==> src/hdl/dnct_pkg.sv <==
// Shared constants for the node cost table.
// No dependencies.
`timescale 1ns / 1ps
package dnct_pkg;
  localparam logic [1:0] CMD_INSERT = 2'd0;
  localparam logic [1:0] CMD_REMOVE = 2'd1;
  localparam logic [1:0] CMD_LOOKUP = 2'd2;
  localparam logic [1:0] CMD_FINDMIN = 2'd3;
  localparam logic [31:0] COST_INF = 32'hFFFF_FFFF;
endpackage

==> src/hdl/dnct_cell.sv <==
// One slot of the table: valid bit, key, predecessor, cost and age.
// Depends on dnct_pkg.
`timescale 1ns / 1ps
module dnct_cell import dnct_pkg::*; #(
  parameter int COORD_BITS = 13
) (
  input  logic                    clk,
  input  logic                    rst_n,
  input  logic                    sh_en,
  input  logic                    sh_valid,
  input  logic [2*COORD_BITS-1:0] sh_key,
  input  logic [2*COORD_BITS-1:0] sh_pred,
  input  logic [31:0]             sh_cost,
  input  logic [31:0]             sh_age,
  input  logic                    wr_en,
  input  logic                    wr_new,
  input  logic                    clr_en,
  input  logic [2*COORD_BITS-1:0] wr_key,
  input  logic [2*COORD_BITS-1:0] wr_pred,
  input  logic [31:0]             wr_cost,
  input  logic [31:0]             wr_age,
  output logic                    valid,
  output logic [2*COORD_BITS-1:0] key,
  output logic [2*COORD_BITS-1:0] pred,
  output logic [31:0]             cost,
  output logic [31:0]             age
);
  logic                    valid_r;
  logic [2*COORD_BITS-1:0] key_r, pred_r;
  logic [31:0]             cost_r, age_r;

  // While the row rotates, each cell takes the contents of its neighbour.
  always_ff @(posedge clk) begin
    if (!rst_n) begin
      valid_r <= 1'b0;
    end else if (sh_en) begin
      valid_r <= sh_valid;
    end else if (clr_en) begin
      valid_r <= 1'b0;
    end else if (wr_en && wr_new) begin
      valid_r <= 1'b1;
    end
  end

  always_ff @(posedge clk) begin
    if (sh_en) begin
      key_r  <= sh_key;
      pred_r <= sh_pred;
      cost_r <= sh_cost;
      age_r  <= sh_age;
    end else if (wr_en) begin
      pred_r <= wr_pred;
      cost_r <= wr_cost;
      if (wr_new) begin
        key_r <= wr_key;
        age_r <= wr_age;
      end
    end
  end

  assign valid = valid_r;
  assign key   = key_r;
  assign pred  = pred_r;
  assign cost  = cost_r;
  assign age   = age_r;
endmodule

==> config.mk <==
export PLATFORM = sky130hd
export DESIGN_NAME = dnct_cell
export DESIGN_NICKNAME = d
export VERILOG_FILES = /design/src/hdl/dnct_pkg.sv /design/src/hdl/dnct_cell.sv
export SDC_FILE = /design/constraint.sdc
export NUM_CORES = 1
export LEC_CHECK = 0
export BUFFER_PORTS_ARGS = -buffer_cell sky130_fd_sc_hd__buf_2
export CAP_MARGIN = 20
export CORE_AREA = 2 2 138 140
export CTS_BUF_LIST = sky130_fd_sc_hd__clkbuf_8 sky130_fd_sc_hd__clkbuf_16
export DETAILED_ROUTE_END_ITERATION = 8
export DIE_AREA = 0 0 140 142
export HOLD_SLACK_MARGIN = 0.1
export SLEW_MARGIN = 20
export SYNTH_ARGS = -nofsm -noshare
export SYNTH_HDL_FRONTEND = slang
export SYNTH_SLANG_ARGS = --single-unit
export TNS_END_PERCENT = 5
==> constraint.sdc <==
create_clock -name clk -period 2 [get_ports clk]
set_input_delay 0.1 -clock clk [delete_from_list [all_inputs] [get_ports clk]]
set_output_delay 0.1 -clock clk [all_outputs]
set_load 0.1 [all_outputs]
==> results by group, run 1 <==
Outcome
  • Status: stopped before the end
  • Fail Step: 4_1_cts
  • Stop err: [ERROR RSZ-0060] Max buffer count reached.

CTS
  • Clock Path Buffers: 2
  • # clock sinks: approximately 120
  • Total CTS buffers: 17
  • CTS-repair resized insts: 0
  • Postcts setup bufs: 0
  • Post-CTS Hold Buffers: 174
  • CTS H-tree lvls: 4
  • Root buffer cell: clkbuf_16

Placed design
  • DP Worst Slack: 0.586 ns
  • Post-DP HPWL: 10.6 mm
  • Post-placement cell area: 0.00701 mm2
  • IO Port Bufs: 355
  • Global placement routability congestion: 0.772

Logic synthesis
  • Post-synth EDFFs: 116
  • Synthesis-stage register bit count: 117
  • Ys async rst share: 0%
  • Cells after Synth: 251
  • Area leader, netlist: edfxtp_1
  • Most instantiated cells after synthesis: 116 x edfxtp_1, 116 x mux2_2, 11 x buf_6, 2 x buf_2
  • Area contributors post-synth: edfxtp_1 70%, mux2_2 26%, buf_6 2.5%
  • Syn_nets: 490
  • Library cells used by synthesis: 10
  • Post-Syn Area per Cell: 19.8 um2
  • Post-synthesis sequential area ratio: 70.4%
  • Ys flop type: edfxtp_1
  • Synth Cell Area: 0.00498 mm2
  • Yosys Warn Count: 0
  • Post-synth top area share: 70.0%

Floorplanning
  • Row count: 50
  • DIE HEIGHT: 142 um
  • Starting Density: 27.0%
  • Die X: 140 um
  • Ports: 356
-- kinds of logic after synthesis --
kind of cell	synth area share, %
simple gates	0.327
buf+inv	2.69
compound gates	0.377
flops	70.4
mux	26.2
-- stage by stage --
step | hold WS (ns) | std cells
detailed placement | 0.358 | 833
global placement | 0.356 | 833
floorplan | 0.247 | 251
==> run 2: changes to the inputs <==
--- a/config.mk
+++ b/config.mk
@@ -7,11 +7,10 @@
 export LEC_CHECK = 0
 export BUFFER_PORTS_ARGS = -buffer_cell sky130_fd_sc_hd__buf_2
 export CAP_MARGIN = 20
-export CORE_AREA = 2 2 138 140
-export CTS_BUF_LIST = sky130_fd_sc_hd__clkbuf_8 sky130_fd_sc_hd__clkbuf_16
+export CORE_MARGIN = 2
+export CORE_UTILIZATION = 20
 export DETAILED_ROUTE_END_ITERATION = 8
-export DIE_AREA = 0 0 140 142
-export HOLD_SLACK_MARGIN = 0.1
+export PLACE_DENSITY_LB_ADDON = 0.15
 export SLEW_MARGIN = 20
 export SYNTH_ARGS = -nofsm -noshare
 export SYNTH_HDL_FRONTEND = slang
==> constraint.sdc (replaced) <==
create_clock -name clk -period 2.6 [get_ports clk]
set_input_delay 0.13 -clock clk [delete_from_list [all_inputs] [get_ports clk]]
set_output_delay 0.13 -clock clk [all_outputs]
set_load 0.1 [all_outputs]
==> results by group, run 2 <==
Setup path
  • Slowest stage delay, CP: 0.57 ns
  • Req. time, crit path: 2.76 ns
  • CP Cell Sequence: buf_4 -> buf_12 -> mux2_2 -> dlygate4sd3_1
  • Bufs and invs on worst path: 3
  • End of the worst register-to-register path: valid
  • R2r setup slk: between 1.5 and 2 ns
  • CP endpoint kind: flop
  • CP Launch Type: primary input
  • Reg2Reg Depth: 1
  • Reg2Reg Launch Point: valid
  • Kind of critical path: in2reg
  • CP delay by family, top: buffers and inverters
  • CP max stage cell: dlygate4sd3_1
  • Worst Path Arrival: around 1.6 ns
  • Max FO, Critical Path: 59

STA
  • RSZ-0062 raised after global routing: false
  • Slew margin rel.: 65.2%
  • Post-layout min period: around 1.5 ns
  • Max Clock Skew: 0 ns
  • Final setup violating endpoints: 0
  • FMAX: a little under 700 MHz
  • Worst slew pin tran: 0.525 ns
  • Setup TNS: 0 ns
  • Fin crit share: 56.4%
  • Endpoints failing hold: 0
  • Fin Hold WS: between 0.01 and 0.015 ns
  • Fin. max-slew vios: 0

Finish
  • Area growth syn-to-layout: 65.3%
  • NumNets Final: ~900
  • Most frequent cells in the layout: 354 x buf_2, 116 x mux2_2, 116 x edfxtp_1, 49 x dlygate4sd3_1, 17 x clkbuf_16
  • Final non-filler cell total: about 1000
  • Share of layout cells above drive strength 1: 75.1%
  • Leading cell type in the layout, fill and taps excluded: buf_2
  • Post-layout instance area: 0.00823 mm2
  • Final core area utilization: between 30% and 40%

CTS
  • Clock Path Buffers: 2 (unchanged)
  • Clock transition at the registers of the reported paths: 0.06 ns
  • CTS tree: built
  • Total CTS buffers: 17 (unchanged)
  • CTS H-tree lvls: 4 (unchanged)
  • Skew-Pair Late Insertion Delay: approximately 0.40 ns
  • CTS-repair resized insts: 0 (unchanged)
  • # clock sinks: 117 (unchanged)
  • Root buffer cell: clkbuf_16

Logic synthesis
  • Area leader, netlist: edfxtp_1
  • Ys flop type: edfxtp_1
  • Post-Syn Area per Cell: 19.8 um2 (unchanged)
  • Yosys Warn Count: 0 (unchanged)
  • Post-synth EDFFs: 116 (unchanged)
  • Ys async rst share: 0% (unchanged)
  • Synthesis-stage register bit count: 117 (unchanged)
  • Post-synthesis sequential area ratio: 70.4% (unchanged)
  • Most instantiated cells after synthesis: 116 x edfxtp_1, 116 x mux2_2, 11 x buf_6, 2 x buf_2
  • Post-synth top area share: 70.0% (unchanged)
  • Area contributors post-synth: edfxtp_1 70%, mux2_2 26%, buf_6 2.5%
  • Library cells used by synthesis: 10 (unchanged)
  • Synth Cell Area: 0.00498 mm2 (unchanged)
  • Cells after Synth: 251 (unchanged)
  • Syn_nets: 490 (unchanged)

Route
  • # DRC: 0
  • DRT Pass-1 Iters: 4
  • Initial DRC Count: 158
  • Via count: about 3900
  • Post-Route WL: between 15 and 20 mm
  • Remaining antenna violation count: 0
  • Wire length per cell: around 16 um
  • Vias per cell: 3.86

Floorplanning
  • Die Area: around 0.026 mm2
  • Ports: 356 (unchanged)
  • Row count: 57 (+14%)
  • DIE HEIGHT: 162 um (+14%)
  • Starting Density: 20.4% (-6.6 points)
  • Core area: 0.0244 mm2
  • Die X: 162 um (+16%)

Global routing
  • Vias in the first global route: 4333
  • Initial antenna violation count: 2
  • Gr usage total: 11.9%
  • First-pass GRT wire length: 23.5 mm
  • Largest net degree at the start of global routing: 60
  • GRT overflow: 0

Power
  • Switching power: 2.77 mW
  • Part of the power in combinational logic: 31.4%
  • Sw Ratio: between 30% and 40%
  • Maximum vdd ir drop: about 400 uV
  • Pwr/cell area: 869 mW/mm2
  • Sequential power share: 33.1%
  • Int Power: 4.39 mW
  • Leak pwr: 3.59 nW
  • Clock share of power: a little over a third

Placed design
  • IO Port Bufs: 355 (unchanged)
  • Global placement routability congestion: 0.770 (-0.23%)
  • Post-DP HPWL: 11.9 mm (+12%)
  • Post-placement cell area: 0.00711 mm2 (+1.4%)
  • Placed cell count: 921 (+11%)

Worst hold path
  • Hold worst-path end: key[10]
  • Hold path cells: 2
  • Min-delay src: wr_key[10]
  • Worst min-delay path class: in2reg

Outcome
  • Status: complete, no violations

Flow run
  • Max Cap Viol: 0
run 2: stage by stage:
stage / power (mW) / worst slack, ns
2_1_floorplan: 4.17 / 0.624
3_3_place_gp: 4.60 / 1.27
3_5_place_dp: 4.61 / 1.23
4_1_cts: 7.26 / 1.16
5_1_grt: 7.42 / 1.08
6_report: 7.16 / 1.13
run 2: cell type report:
class                           instances  area [um2]
Timing Repair Buffer                  408        2350
Antenna cell                            1        2.50
Tap cell                              324         405
Fill cell                            2461       16200
Sequential cell                       117        3500
Clock buffer                           18         429
Multi-Input combinational cell        121        1340
Clock inverter                         14         199
run 2: worst max path at each step:
| stage | from | slack (ns) | end | cells after the start |
|---|---|---|---|---|
| 2_1_floorplan | sh_en | 0.62 | valid | 3 |
| 3_3_place_gp | sh_en | 1.27 | cost[29] | 3 |
| 3_5_place_dp | sh_en | 1.23 | age[2] | 3 |
| 4_1_cts | sh_en | 1.16 | pred[17] | 4 |
| 5_1_grt | sh_en | 1.08 | cost[7] | 4 |
| 6_report | sh_en | 1.13 | cost[7] | 4 |
run 2: logic make-up (layout without fill, tap and decap cells):
group	after synthesis	after routing	share of synthesized area [%]
and+or+nand+nor	3	3	0.327
AOI/OAI and AO/OA	2	2	0.377
muxes	116	116	26.2
DFF	117	117	70.4
buffers and inverters	13	440	2.69
other	0	1	0
run 2: power by group through the flow:
stage          logic [mW]  registers [mW]  clock network (mW)
5_1_grt              2.32            2.39                2.71
6_report             2.24            2.37                2.54
3_5_place_dp         2.19            2.41                   0
3_3_place_gp         2.19            2.41                   0
4_1_cts              2.26            2.38                2.63
2_1_floorplan       0.223            3.95                   0
run 2: layer usage:
layer  GRT usage (%)  vias to the layer above  part of all wire [%]
met5               0                        -                 0.081
met4            2.53                        2                  0.60
met3            4.90                        6                   9.0
met2            22.2                      212                    53
met1            12.4                     1831                    38
li1                -                     1825                     -
run 2: what timing repair did:
item                                   4_1_cts  5_1_grt
endpoints found under the hold margin       31        0
buffers inserted                             0        0
hold buffers                                49        0
Note: power is estimated with default switching activity, not from simulation.
==> run 3: changes to the inputs <==
==> constraint.sdc (replaced) <==
create_clock -name clk -period 1.3 [get_ports clk]
set_input_delay 0.065 -clock clk [delete_from_list [all_inputs] [get_ports clk]]
set_output_delay 0.065 -clock clk [all_outputs]
set_load 0.1 [all_outputs]
==> results by group, run 3 <==
Logic synthesis
  • Cells after Synth: 251 (unchanged)
  • Synthesis-stage register bit count: 117 (unchanged)
  • Ys async rst share: 0% (unchanged)
  • Most instantiated cells after synthesis: 116 x edfxtp_1, 116 x mux2_2, 11 x buf_6, 2 x buf_2
  • Post-Syn Area per Cell: 19.8 um2 (unchanged)
  • Post-synth top area share: 70.0% (unchanged)
  • Library cells used by synthesis: 10 (unchanged)
  • Area contributors post-synth: edfxtp_1 70%, mux2_2 26%, buf_6 2.5%
  • Area leader, netlist: edfxtp_1
  • Post-synthesis sequential area ratio: 70.4% (unchanged)
  • Syn_nets: 490 (unchanged)
  • Synth Cell Area: 0.00498 mm2 (unchanged)
  • Yosys Warn Count: 0 (unchanged)
  • Post-synth EDFFs: 116 (unchanged)
  • Ys flop type: edfxtp_1

Placed design
  • Global placement routability congestion: 0.778 (+1.0%)
  • IO Port Bufs: 355 (unchanged)
  • Post-DP HPWL: 11.2 mm (-5.4%)

Floorplanning
  • Ports: 356 (unchanged)
  • DIE HEIGHT: 162 um (unchanged)
  • Starting Density: 20.4% (unchanged)
  • Die X: 162 um (unchanged)
  • Row count: 57 (unchanged)

CTS
  • Postcts setup bufs: 0 (unchanged)
  • Total CTS buffers: 17 (unchanged)
  • Post-CTS Hold Buffers: 194 (+300%)
  • Root buffer cell: clkbuf_16
  • CTS-repair resized insts: 3 (+3)
  • Clock Path Buffers: 2 (unchanged)
  • # clock sinks: 117 (unchanged)
  • CTS H-tree lvls: 4 (unchanged)

Outcome
  • Fail Step: 4_1_cts
  • Stop err: [ERROR RSZ-0060] Max buffer count reached.
  • Status: stopped before the end
## run 3: stage by stage
| step | cell area, um2 | util [%] | setup WS [ns] | cells | hold slack [ns] |
|---|---|---|---|---|---|
| after floorplan | 4990 | - | 0.00950 | 251 | 0.212 |
| after global placement | 7230 | 29.6 | 0.0892 | 934 | 0.324 |
| after detailed placement | 7230 | 29.6 | 0.0592 | 934 | 0.333 |
## run 3: cells by family after synthesis
| group | count (synthesis) | share of synthesized area [%] |
|---|---|---|
| AOI/OAI and AO/OA | 2 | 0.377 |
| buffers and inverters | 13 | 2.69 |
| DFF | 117 | 70.4 |
| muxes | 116 | 26.2 |
| and+or+nand+nor | 3 | 0.327 |
